--- src/rtl/core/line_raster_pixel_stepper_macros.svh ---
// ----------------------------------------------------------------------------
// Line raster pixel stepper assertion macros
// Concurrent assertion helpers, clocked on clk and quiet while rst_n is low.
// ----------------------------------------------------------------------------
`ifndef LINE_RASTER_PIXEL_STEPPER_MACROS_SVH
`define LINE_RASTER_PIXEL_STEPPER_MACROS_SVH

`ifndef SYNTH

// Hold cons in the same cycle as ante.
`define LRPS_ASSERT_SAME(lbl, ante, cons) \
    lbl: assert property (@(posedge clk) disable iff (!rst_n) (ante) |-> (cons)) \
        else $error("lrps: check failed");

// Hold cons in the cycle after ante.
`define LRPS_ASSERT_NEXT(lbl, ante, cons) \
    lbl: assert property (@(posedge clk) disable iff (!rst_n) (ante) |=> (cons)) \
        else $error("lrps: check failed");

`else

`define LRPS_ASSERT_SAME(lbl, ante, cons)
`define LRPS_ASSERT_NEXT(lbl, ante, cons)

`endif

`endif

--- src/rtl/core/lrps_pkg.sv ---
// ----------------------------------------------------------------------------
// Line raster pixel stepper package
// Shared widths, codes and payload structures.
// ----------------------------------------------------------------------------
package lrps_pkg;

    localparam int COORD_BITS     = 18;
    localparam int IN_COORD_BITS  = 16;
    localparam int COLOR_BITS     = 16;
    localparam int PIXEL_BITS     = 18;
    localparam int OFFSET_BITS    = 26;
    localparam int SCREEN_BITS    = 12;
    localparam int PITCH_BITS     = 14;
    localparam int BPP_BITS       = 3;
    localparam int CFG_DATA_BITS  = 16;
    localparam int CFG_INDEX_BITS = 3;

    localparam int S_TDATA_BITS = 80;
    localparam int S_TUSER_BITS = 2;
    localparam int M_TDATA_BITS = 104;
    localparam int M_TUSER_BITS = 1;

    // Item kinds
    localparam logic KIND_LOAD = 1'b0;
    localparam logic KIND_TICK = 1'b1;

    // Pixel sizes that allow a framebuffer write
    localparam logic [BPP_BITS-1:0] BPP_HALF = 3'd2;
    localparam logic [BPP_BITS-1:0] BPP_WORD = 3'd4;

    typedef enum logic [CFG_INDEX_BITS-1:0] {
        CFG_SCROLL_X    = 3'd0,
        CFG_SCROLL_Y    = 3'd1,
        CFG_CLIP_WIDTH  = 3'd2,
        CFG_CLIP_HEIGHT = 3'd3,
        CFG_ROW_PITCH   = 3'd4,
        CFG_PIXEL_BYTES = 3'd5
    } cfg_index_t;

    typedef logic signed [COORD_BITS-1:0] coord_t;
    typedef logic        [COORD_BITS-1:0] span_t;
    typedef logic signed [1:0]            step_t;

    localparam step_t STEP_NONE = 2'sd0;
    localparam step_t STEP_POS  = 2'sd1;
    localparam step_t STEP_NEG  = -2'sd1;

    typedef struct packed {
        logic signed [IN_COORD_BITS-1:0] scroll_x;
        logic signed [IN_COORD_BITS-1:0] scroll_y;
        logic [SCREEN_BITS-1:0]          clip_width;
        logic [SCREEN_BITS-1:0]          clip_height;
        logic [PITCH_BITS-1:0]           row_pitch;
        logic [BPP_BITS-1:0]             pixel_bytes;
    } cfg_t;

    typedef struct packed {
        logic                  kind;
        coord_t                start_x;
        coord_t                start_y;
        coord_t                end_x;
        coord_t                end_y;
        logic [COLOR_BITS-1:0] color;
    } item_t;

    typedef struct packed {
        logic signed [PIXEL_BITS-1:0] pixel_x;
        logic signed [PIXEL_BITS-1:0] pixel_y;
        logic                         visible;
        logic [OFFSET_BITS-1:0]       byte_offset;
        logic [7:0]                   red8;
        logic [7:0]                   green8;
        logic [7:0]                   blue8;
        logic [COLOR_BITS-1:0]        raw_color;
        logic                         last;
    } pixel_t;

endpackage

--- src/rtl/core/lrps_cfg_regs.sv ---
// ----------------------------------------------------------------------------
// Line raster pixel stepper configuration registers
// Register file written through the configuration channel.
// ----------------------------------------------------------------------------
module lrps_cfg_regs
    import lrps_pkg::*;
(
    input  logic                      clk,
    input  logic                      rst_n,
    input  logic                      cfg_valid,
    output logic                      cfg_ready,
    input  logic [CFG_INDEX_BITS-1:0] cfg_index,
    input  logic [CFG_DATA_BITS-1:0]  cfg_data,
    output cfg_t                      cfg
);

    cfg_t cfg_reg;
    cfg_t cfg_next;

    assign cfg_ready = 1'b1;
    assign cfg     = cfg_reg;

    always_comb
    begin
        cfg_next = cfg_reg;
        if (cfg_valid)
        begin
            unique case (cfg_index)
                CFG_SCROLL_X:    cfg_next.scroll_x    = cfg_data;
                CFG_SCROLL_Y:    cfg_next.scroll_y    = cfg_data;
                CFG_CLIP_WIDTH:  cfg_next.clip_width  = cfg_data[SCREEN_BITS-1:0];
                CFG_CLIP_HEIGHT: cfg_next.clip_height = cfg_data[SCREEN_BITS-1:0];
                CFG_ROW_PITCH:   cfg_next.row_pitch   = cfg_data[PITCH_BITS-1:0];
                CFG_PIXEL_BYTES: cfg_next.pixel_bytes = cfg_data[BPP_BITS-1:0];
                default:         cfg_next = cfg_reg;
            endcase
        end
    end

    always_ff @(posedge clk or negedge rst_n)
    begin
        if (!rst_n)
        begin
            cfg_reg.scroll_x    <= '0;
            cfg_reg.scroll_y    <= '0;
            cfg_reg.clip_width  <= SCREEN_BITS'(640);
            cfg_reg.clip_height <= SCREEN_BITS'(480);
            cfg_reg.row_pitch   <= PITCH_BITS'(1280);
            cfg_reg.pixel_bytes <= BPP_HALF;
        end
        else
        begin
            cfg_reg <= cfg_next;
        end
    end

endmodule

--- src/rtl/core/lrps_in_stage.sv ---
// ----------------------------------------------------------------------------
// Line raster pixel stepper input stage
// Unpack an input transaction, move world endpoints to screen space, register.
// ----------------------------------------------------------------------------
module lrps_in_stage
    import lrps_pkg::*;
(
    input  logic                    clk,
    input  logic                    rst_n,
    input  cfg_t                    cfg,
    input  logic                    s_tvalid,
    output logic                    s_tready,
    input  logic [S_TDATA_BITS-1:0] s_tdata,
    input  logic [S_TUSER_BITS-1:0] s_tuser,
    output item_t                   item,
    output logic                    item_valid,
    input  logic                    item_ready
);

    item_t item_reg;
    item_t item_next;
    logic  valid_reg;
    logic  valid_next;
    logic  world;

    function automatic coord_t to_screen(input logic [IN_COORD_BITS-1:0] v,
                                         input logic signed [IN_COORD_BITS-1:0] scroll,
                                         input logic sub);
        logic signed [IN_COORD_BITS:0] diff;
        diff = $signed({v[IN_COORD_BITS-1], v})
             - (sub ? $signed({scroll[IN_COORD_BITS-1], scroll}) : '0);
        return COORD_BITS'(diff);
    endfunction

    assign world = !s_tuser[1];

    always_comb
    begin
        item_next.kind    = s_tuser[0];
        item_next.start_x = to_screen(s_tdata[15:0],  cfg.scroll_x, world);
        item_next.start_y = to_screen(s_tdata[31:16], cfg.scroll_y, world);
        item_next.end_x   = to_screen(s_tdata[47:32], cfg.scroll_x, world);
        item_next.end_y   = to_screen(s_tdata[63:48], cfg.scroll_y, world);
        item_next.color   = s_tdata[79:64];
    end

    assign s_tready   = !valid_reg || item_ready;
    assign valid_next = (s_tvalid && s_tready) || (valid_reg && !item_ready);
    assign item       = item_reg;
    assign item_valid = valid_reg;

    always_ff @(posedge clk or negedge rst_n)
    begin
        if (!rst_n)
        begin
            valid_reg <= 1'b0;
        end
        else
        begin
            valid_reg <= valid_next;
        end
    end

    always_ff @(posedge clk)
    begin
        if (s_tvalid && s_tready)
        begin
            item_reg <= item_next;
        end
    end

endmodule

--- src/rtl/core/lrps_stepper.sv ---
// ----------------------------------------------------------------------------
// Line raster pixel stepper core
// Line state, per-tick pixel datapath and result register.
// ----------------------------------------------------------------------------
`include "line_raster_pixel_stepper_macros.svh"

module lrps_stepper
    import lrps_pkg::*;
(
    input  logic   clk,
    input  logic   rst_n,
    input  cfg_t   cfg,
    input  item_t  item,
    input  logic   item_valid,
    output logic   item_ready,
    output pixel_t pix,
    output logic   pix_valid,
    input  logic   pix_ready
);

    logic                  busy_reg,  busy_next;
    coord_t                cur_x_reg, cur_x_next;
    coord_t                cur_y_reg, cur_y_next;
    step_t                 step_x_reg, step_x_next;
    step_t                 step_y_reg, step_y_next;
    span_t                 span_x_reg, span_x_next;
    span_t                 span_y_reg, span_y_next;
    span_t                 err_x_reg, err_x_next;
    span_t                 err_y_reg, err_y_next;
    span_t                 len_reg, len_next;
    span_t                 index_reg, index_next;
    logic [COLOR_BITS-1:0] color_reg, color_next;
    pixel_t                pix_reg, pix_next;
    logic                  pix_valid_reg, pix_valid_next;

    logic                  emit;
    logic                  take;
    logic                  is_last;
    logic                  size_ok;
    logic                  vis;
    logic [OFFSET_BITS-1:0] row_off;
    logic [OFFSET_BITS-1:0] col_off;
    logic [SCREEN_BITS-1:0] x_low;
    logic [SCREEN_BITS-1:0] y_low;
    logic [COORD_BITS:0]   dx;
    logic [COORD_BITS:0]   dy;
    span_t                 span_x_load;
    span_t                 span_y_load;
    step_t                 step_x_load;
    step_t                 step_y_load;
    logic [COORD_BITS:0]   sum_x;
    logic [COORD_BITS:0]   sum_y;
    logic                  go_x;
    logic                  go_y;

    // Handshake: a tick on an active line needs the result register.
    assign emit       = (item.kind == KIND_TICK) && busy_reg;
    assign item_ready = !emit || !pix_valid_reg || pix_ready;
    assign take       = item_valid && item_ready;

    // Load: spans and directions
    always_comb
    begin
        dx = {item.end_x[COORD_BITS-1], item.end_x} - {item.start_x[COORD_BITS-1], item.start_x};
        dy = {item.end_y[COORD_BITS-1], item.end_y} - {item.start_y[COORD_BITS-1], item.start_y};
        span_x_load = dx[COORD_BITS] ? COORD_BITS'(-dx) : COORD_BITS'(dx);
        span_y_load = dy[COORD_BITS] ? COORD_BITS'(-dy) : COORD_BITS'(dy);
        step_x_load = (dx == '0) ? STEP_NONE : (dx[COORD_BITS] ? STEP_NEG : STEP_POS);
        step_y_load = (dy == '0) ? STEP_NONE : (dy[COORD_BITS] ? STEP_NEG : STEP_POS);
    end

    // Tick: pixel fields
    always_comb
    begin
        size_ok = (cfg.pixel_bytes == BPP_HALF) || (cfg.pixel_bytes == BPP_WORD);
        vis = size_ok
            && !cur_x_reg[COORD_BITS-1]
            && ($unsigned(cur_x_reg) < COORD_BITS'(cfg.clip_width))
            && !cur_y_reg[COORD_BITS-1]
            && ($unsigned(cur_y_reg) < COORD_BITS'(cfg.clip_height));
        x_low   = cur_x_reg[SCREEN_BITS-1:0];
        y_low   = cur_y_reg[SCREEN_BITS-1:0];
        row_off = OFFSET_BITS'(y_low) * OFFSET_BITS'(cfg.row_pitch);
        col_off = (cfg.pixel_bytes == BPP_WORD) ? OFFSET_BITS'({x_low, 2'b00})
                                                : OFFSET_BITS'({x_low, 1'b0});
        is_last = (index_reg >= len_reg);

        pix_next.pixel_x     = PIXEL_BITS'(cur_x_reg);
        pix_next.pixel_y     = PIXEL_BITS'(cur_y_reg);
        pix_next.visible     = vis;
        pix_next.byte_offset = vis ? (row_off + col_off) : '0;
        pix_next.red8        = {color_reg[15:11], color_reg[15:13]};
        pix_next.green8      = {color_reg[10:5], color_reg[10:9]};
        pix_next.blue8       = {color_reg[4:0], color_reg[4:2]};
        pix_next.raw_color   = color_reg;
        pix_next.last        = is_last;
    end

    // Tick: error accumulators; an axis steps when its error plus its span passes the length
    always_comb
    begin
        sum_x = {1'b0, err_x_reg} + {1'b0, span_x_reg};
        sum_y = {1'b0, err_y_reg} + {1'b0, span_y_reg};
        go_x  = sum_x > {1'b0, len_reg};
        go_y  = sum_y > {1'b0, len_reg};
    end

    // Next state
    always_comb
    begin
        busy_next   = busy_reg;
        cur_x_next  = cur_x_reg;
        cur_y_next  = cur_y_reg;
        step_x_next = step_x_reg;
        step_y_next = step_y_reg;
        span_x_next = span_x_reg;
        span_y_next = span_y_reg;
        err_x_next  = err_x_reg;
        err_y_next  = err_y_reg;
        len_next    = len_reg;
        index_next  = index_reg;
        color_next  = color_reg;

        if (take)
        begin
            if (item.kind == KIND_LOAD)
            begin
                busy_next   = 1'b1;
                cur_x_next  = item.start_x;
                cur_y_next  = item.start_y;
                step_x_next = step_x_load;
                step_y_next = step_y_load;
                span_x_next = span_x_load;
                span_y_next = span_y_load;
                err_x_next  = '0;
                err_y_next  = '0;
                len_next    = (span_x_load > span_y_load) ? span_x_load : span_y_load;
                index_next  = '0;
                color_next  = item.color;
            end
            else if (busy_reg)
            begin
                err_x_next = go_x ? COORD_BITS'(sum_x - {1'b0, len_reg}) : COORD_BITS'(sum_x);
                err_y_next = go_y ? COORD_BITS'(sum_y - {1'b0, len_reg}) : COORD_BITS'(sum_y);
                cur_x_next = go_x ? cur_x_reg + COORD_BITS'(step_x_reg) : cur_x_reg;
                cur_y_next = go_y ? cur_y_reg + COORD_BITS'(step_y_reg) : cur_y_reg;
                index_next = index_reg + COORD_BITS'(1);
                busy_next  = !is_last;
            end
        end
    end

    assign pix_valid_next = (take && emit) || (pix_valid_reg && !pix_ready);
    assign pix            = pix_reg;
    assign pix_valid      = pix_valid_reg;

    always_ff @(posedge clk or negedge rst_n)
    begin
        if (!rst_n)
        begin
            busy_reg      <= 1'b0;
            pix_valid_reg <= 1'b0;
        end
        else
        begin
            busy_reg      <= busy_next;
            pix_valid_reg <= pix_valid_next;
        end
    end

    always_ff @(posedge clk)
    begin
        cur_x_reg  <= cur_x_next;
        cur_y_reg  <= cur_y_next;
        step_x_reg <= step_x_next;
        step_y_reg <= step_y_next;
        span_x_reg <= span_x_next;
        span_y_reg <= span_y_next;
        err_x_reg  <= err_x_next;
        err_y_reg  <= err_y_next;
        len_reg    <= len_next;
        index_reg  <= index_next;
        color_reg  <= color_next;
        if (take && emit)
        begin
            pix_reg <= pix_next;
        end
    end

    `LRPS_ASSERT_SAME(a_err_x_bound, busy_reg, err_x_reg <= len_reg)
    `LRPS_ASSERT_SAME(a_err_y_bound, busy_reg, err_y_reg <= len_reg)
    `LRPS_ASSERT_SAME(a_span_bound, busy_reg, span_x_reg <= len_reg && span_y_reg <= len_reg)
    `LRPS_ASSERT_SAME(a_index_bound, busy_reg, index_reg <= len_reg)
    `LRPS_ASSERT_NEXT(a_last_ends_line, take && emit && is_last, !busy_reg && pix.last)

endmodule

--- src/rtl/core/line_raster_pixel_stepper.sv ---
// ----------------------------------------------------------------------------
// Line raster pixel stepper
// Steps along a straight line one pixel per tick and emits framebuffer writes.
// ----------------------------------------------------------------------------
// Usage:
//   The slave channel (s_tvalid/s_tready/s_tdata/s_tuser) takes two kinds of
//   transaction, told apart by s_tuser[0]. A load latches both endpoints and
//   the RGB565 pen colour; world coordinates have the scroll offset removed
//   on entry. A tick on an active line emits one pixel on the master channel
//   (m_tvalid/m_tready/m_tdata/m_tuser/m_tlast); a tick with no line active
//   and every load are absorbed with no output.
//   The configuration channel (cfg_valid/cfg_ready/cfg_index/cfg_data) is
//   always ready; write it only while no line transaction is in flight.
//   A tick passes the input register, then the result register, before its
//   pixel shows. One transaction per cycle unless a pixel waits on m_tready,
//   limited by the position/error update in the stepper.
//   A line from s to e yields max(|dx|,|dy|)+1 pixels, the last with m_tlast.
//   Reset clears both pipeline valid flags, drops any active line and
//   returns the registers to 640x480, pitch 1280, 2 bytes per pixel.
//   When m_tready is low the pending pixel holds; loads and idle ticks still
//   pass, and the next emitting tick waits in the input register.
// ----------------------------------------------------------------------------
module line_raster_pixel_stepper
    import lrps_pkg::*;
(
    input  logic                      clk,
    input  logic                      rst_n,
    // Configuration write channel
    input  logic                      cfg_valid,
    output logic                      cfg_ready,
    input  logic [CFG_INDEX_BITS-1:0] cfg_index,
    input  logic [CFG_DATA_BITS-1:0]  cfg_data,
    // Input stream
    input  logic                      s_tvalid,
    output logic                      s_tready,
    // start_x[15:0], start_y[31:16], end_x[47:32], end_y[63:48], pen_color[79:64]
    input  logic [S_TDATA_BITS-1:0]   s_tdata,
    // kind[0], screen_space[1]
    input  logic [S_TUSER_BITS-1:0]   s_tuser,
    // Output stream
    output logic                      m_tvalid,
    input  logic                      m_tready,
    // pixel_x[17:0], pixel_y[35:18], byte_offset[61:36], red8[69:62],
    // green8[77:70], blue8[85:78], raw_color[101:86], zero pad[103:102]
    output logic [M_TDATA_BITS-1:0]   m_tdata,
    // visible[0]
    output logic [M_TUSER_BITS-1:0]   m_tuser,
    output logic                      m_tlast
);

    cfg_t   cfg;
    item_t  item;
    logic   item_valid;
    logic   item_ready;
    pixel_t pix;

    // Register file
    lrps_cfg_regs u_cfg_regs (
        .clk       (clk),
        .rst_n     (rst_n),
        .cfg_valid (cfg_valid),
        .cfg_ready (cfg_ready),
        .cfg_index (cfg_index),
        .cfg_data  (cfg_data),
        .cfg       (cfg)
    );

    // Input register with scroll removal
    lrps_in_stage u_in_stage (
        .clk        (clk),
        .rst_n      (rst_n),
        .cfg        (cfg),
        .s_tvalid   (s_tvalid),
        .s_tready   (s_tready),
        .s_tdata    (s_tdata),
        .s_tuser    (s_tuser),
        .item       (item),
        .item_valid (item_valid),
        .item_ready (item_ready)
    );

    // Line state and result register
    lrps_stepper u_stepper (
        .clk        (clk),
        .rst_n      (rst_n),
        .cfg        (cfg),
        .item       (item),
        .item_valid (item_valid),
        .item_ready (item_ready),
        .pix        (pix),
        .pix_valid  (m_tvalid),
        .pix_ready  (m_tready)
    );

    // Pack the result fields, lowest first
    assign m_tdata = {2'b00, pix.raw_color, pix.blue8, pix.green8, pix.red8,
                      pix.byte_offset, pix.pixel_y, pix.pixel_x};
    assign m_tuser = pix.visible;
    assign m_tlast = pix.last;

endmodule
--- config.mk ---
export PLATFORM = sky130hd
export DESIGN_NAME = line_raster_pixel_stepper
export DESIGN_NICKNAME = d
export VERILOG_FILES = /design/src/rtl/core/lrps_pkg.sv /design/src/rtl/core/lrps_cfg_regs.sv /design/src/rtl/core/lrps_in_stage.sv /design/src/rtl/core/lrps_stepper.sv /design/src/rtl/core/line_raster_pixel_stepper.sv
export VERILOG_INCLUDE_DIRS = /design/src /design/src/rtl/core
export SDC_FILE = /design/constraint.sdc
export NUM_CORES = 1
export LEC_CHECK = 0
export ABC_AREA = 1
export CAP_MARGIN = 20
export CORE_MARGIN = 4
export CORE_UTILIZATION = 50
export CTS_CLUSTER_DIAMETER = 30
export CTS_CLUSTER_SIZE = 28
export DETAILED_ROUTE_END_ITERATION = 12
export DONT_BUFFER_PORTS = 1
export GPL_TIMING_DRIVEN = 0
export PLACE_DENSITY_LB_ADDON = 0.08
export SLEW_MARGIN = 20
export SYNTH_ARGS = -nofsm -noshare
export SYNTH_HDL_FRONTEND = slang
export SYNTH_SLANG_ARGS = --single-unit
--- constraint.sdc ---
create_clock -name clk -period 11.55 [get_ports clk]
set_input_delay 0.5775 -clock clk [delete_from_list [all_inputs] [get_ports clk]]
set_output_delay 0.5775 -clock clk [all_outputs]
set_load 0.005 [all_outputs]
==> qor_table.md <==
| Result | Reported |
|:---|:---|
| Status | finished, final reports clean |
| Endpoint arrival time on the critical path | 6.36 ns |
| Most common cell after layout, fill and taps aside | nand2_1 |
| DP HPWL | 76.4 mm |
| Final Net Count | 4790 |
| Via count of the first global-routing pass | 26000 |
| Number of placed I/O pins | 215 |
| Cell mode on critical path | fa_1 |
| Synth Area per Inst | 8.25 um^2 |
| Worst hold slack across all endpoints | 0.0751 ns |
| Routed len/inst | 18.7 um |
| Overall die area | 71500 um^2 |
| Hold WC Path Type | in -> reg |
| Final Hold Fails | 0 |
| Sequential cell area | 11800 um^2 |
| Cell depth of the worst hold path | 2 |
| Tmin final | 6.00 ns |
| Number of rows created at floorplan | 94 |
| Global-route wire length before repair | 149 mm |
| Via count normalized by instance count | 5.26 |
| Core Box Area | 66200 um^2 |
| Worst rel slew slack | 27.2% |
| WS Path Type | reg -> reg |
| Clock tree root driver cell | clkbuf_16 |
| Remaining routing DRC violations | 0 |
| Final RePlAce weighted congestion | 0.956 |
| Number of buffers on the longest clock path | 3 |
| Pin count of the biggest net entering global routing | 77 |
| Fill count | 6056 |
| Worst Hold Endpoint | u_in_stage.item_valid$_DFF_PN0_ |
| Final period utilization | 52.0% |
| Share of async-settable or async-resettable flops after synthesis | 18.8% |
| Cell variety after synth | 62 |
| Setup repair after global routing missed its margin | false |
| H-Tree Depth | 3 |
| R2R depth | 19 |
| PnR worst setup slack | 5.55 ns |
| Area occupied by multi-input gates | 18600 um^2 |
| Number of buffers added for setup after CTS | 0 |
| Data required time of the critical path | 11.91 ns |
| Initial cell density of the core | 50.8% |
| Minimum setup slack among reg-to-reg paths | 5.55 ns |
| Placed insts | 4950 |
| Sequential share of the synthesized area | 35.1% |
| Pre-CTS WS | 5.61 ns |
| Worst path cell trace | clkbuf_1, nand2_1, fa_1, inv_1, fa_1, inv_1, fa_1, inv_1, fa_1, ha_1, ha_1, nand4_1, nor3_1, nand4_1, nand3_1, nand3_1, nand2_1, nand2_1, nor3b_1 |
| Primary FF master, synth | edfxtp_1 |
| Highest achievable clock rate | 167 MHz |
| Yosys synthesis warning count | 0 |
| Leftover overflow at the end of global routing | 0 |
| Starting DRT DRC Count | 1984 |
| Layout overhead on the synthesized area | 15.2% |
| R2R Path Start | u_stepper.cur_y_reg[10]$_DFFE_PP_ |
| GRT Overall Usage | 27.0% |
| Total via count after detailed routing | 27100 |
| CTS tree | done |
| Die extent in y | 267 um |
| Slew Viols, Final | 0 |
| Number of hold-repair buffers added at the cts stage | 20 |
| Floorplan die width | 267 um |
| Count of flip-flops with a built-in enable after synthesis | 329 |
| Number of violations of the max-capacitance limit | 0 |
| Delay contributed by the slowest stage of the critical path | 0.81 ns |
| Number of detailed-routing iterations run before antenna repair | 6 |
| Crit-path max FO | 10 |
| Clock buffers created by TritonCTS | 99 |
| Number of antenna violations at the first check in global routing | 6 |
| Synth Instances | 4077 |
| Total of endpoints with negative setup slack in the final report | 0 |
| Worst-case clock skew | 0.0477 ns |
| Least-Margin Pin Slew | 1.08 ns |
| Family with the most delay on the worst path | adder cells |
| Port Buffer Count | 0 |
| Count of placed standard cells in the final layout, fillers left out | 5158 |
| Fraction of final layout cells sized beyond drive strength 1 | 7.08% |
| Kind of end point of the critical path | register |
| Clock-pin transition on the worst setup and hold timing paths | 0.04 ns |
| Start point of the worst hold path | s_tvalid |
| Slowest stage cell, crit path | edfxtp_1 |
| Post-CTS resize count | 0 |
| Worst reg2reg endpoint | u_stepper.pix[66]$_SDFFCE_PN0P_ |
| Post-synth design cell area | 33600 um^2 |
| Number of buffer and inverter stages on the critical path | 4 |
| Final routed wirelength across all metal layers | 96.4 mm |
| Clock latency at the later pin of the worst-skew pair | 0.66 ns |
| Nature of the critical path startpoint | register |
| FF+latch count, synth | 405 |
| Commonest non-fill, non-tap cells in the layout | nand2_1 (1003), inv_1 (714), ha_1 (332) |
| Count of antenna-violating nets left after detailed routing | 0 |
| Summed negative setup slack over all endpoints | 0 ns |
| Flip-flop count of the largest register after layout | 85 |
| Clock sink total | 405 |
## final cells by class
cell class,count,area share [%]
multi-input combinational,2844,48.1
sequential,405,30.4
inverter,731,7.10
clock buffer,122,6.91
tap,864,2.79
clock inverter,64,2.34
buffer,98,1.31
timing repair buffer,28,1.06
antenna,2,0.0129
## logic make-up (layout without fill, tap and decap cells)
| kind of cell | Yosys count | count (layout) | share of synthesized area, % |
|---|---|---|---|
| AO/OA/AOI/OAI | 588 | 588 | 9.74 |
| XOR/XNOR | 161 | 161 | 4.35 |
| adder cells (fa/ha/maj) | 477 | 477 | 21.0 |
| buffers and inverters | 829 | 1043 | 9.67 |
| flip-flops | 405 | 405 | 35.1 |
| multiplexers | 9 | 9 | 0.268 |
| other | 2 | 5 | 0.0223 |
| AND/OR/NAND/NOR | 1606 | 1606 | 19.9 |
## synth_stat cells (19+ instances only)
master,number,area share [%]
nand2_1,1004,11
o21ai_0,206,3.1
nand4_1,33,0.61
xnor2_1,53,1.4
xor2_1,101,2.6
nand3_1,158,2.4
nor2_1,277,3.1
fa_1,145,8.6
o21ai_1,31,0.46
edfxtp_1,329,29
o21bai_1,20,0.45
nand3b_1,23,0.51
a21o_1,22,0.49
ha_1,332,12
buf_4,30,0.67
nand2_2,19,0.35
a21oi_1,228,3.4
nor3_1,32,0.48
clkbuf_1,54,0.60
inv_1,716,8.0
dfrtp_1,67,5.0
## worst register-to-register path, delay by kind of cell (launching register included)
family,cells,cell delay [ns]
adders and majority gates,6,2.96
and+or+nand+nor,9,1.27
DFF,1,0.81
buffers and inverters,4,0.70
## metrics by stage
| step | area, um^2 | utilization (%) |
|---|---|---|
| 2_1_floorplan | 33600 | - |
| 3_3_place_gp | 34700 | 52.4 |
| 3_5_place_dp | 34900 | 52.8 |
| 4_1_cts | 38800 | 58.5 |
| 5_1_grt | 38800 | 58.5 |
| 6_report | 38800 | 58.5 |
## how the worst max path moves through the flow
stage / startpoint / to / slack, ns / depth (start not counted)
4_1_cts: u_stepper.cur_y_reg[10]$_DFFE_PP_ / u_stepper.pix[66]$_SDFFCE_PN0P_ / 5.58 / 19
6_report: u_stepper.cur_y_reg[10]$_DFFE_PP_ / u_stepper.pix[66]$_SDFFCE_PN0P_ / 5.55 / 19
3_5_place_dp: u_stepper.cur_y_reg[10]$_DFFE_PP_ / u_stepper.pix[66]$_SDFFCE_PN0P_ / 5.61 / 19
3_3_place_gp: u_in_stage.item[88]$_DFFE_PP_ / u_stepper.err_y_reg[1]$_SDFFCE_PN0P_ / 2.49 / 7
2_1_floorplan: m_tready / u_stepper.err_x_reg[0]$_SDFFCE_PN0P_ / 5.48 / 6
5_1_grt: u_stepper.cur_y_reg[10]$_DFFE_PP_ / u_stepper.pix[66]$_SDFFCE_PN0P_ / 5.21 / 19
## metal layers
layer  vias up  track usage [%]  wire length (um)
li1      13500                -                 -
met1     12600             37.8             43800
met2       840             42.1             43000
met3       160             5.22              6340
met4         6             9.34              3290
met5         -                0                16
Power is left out: the tool's default activity adds up to more than one toggle a clock period on the data nets, which glitch-free logic cannot reach.
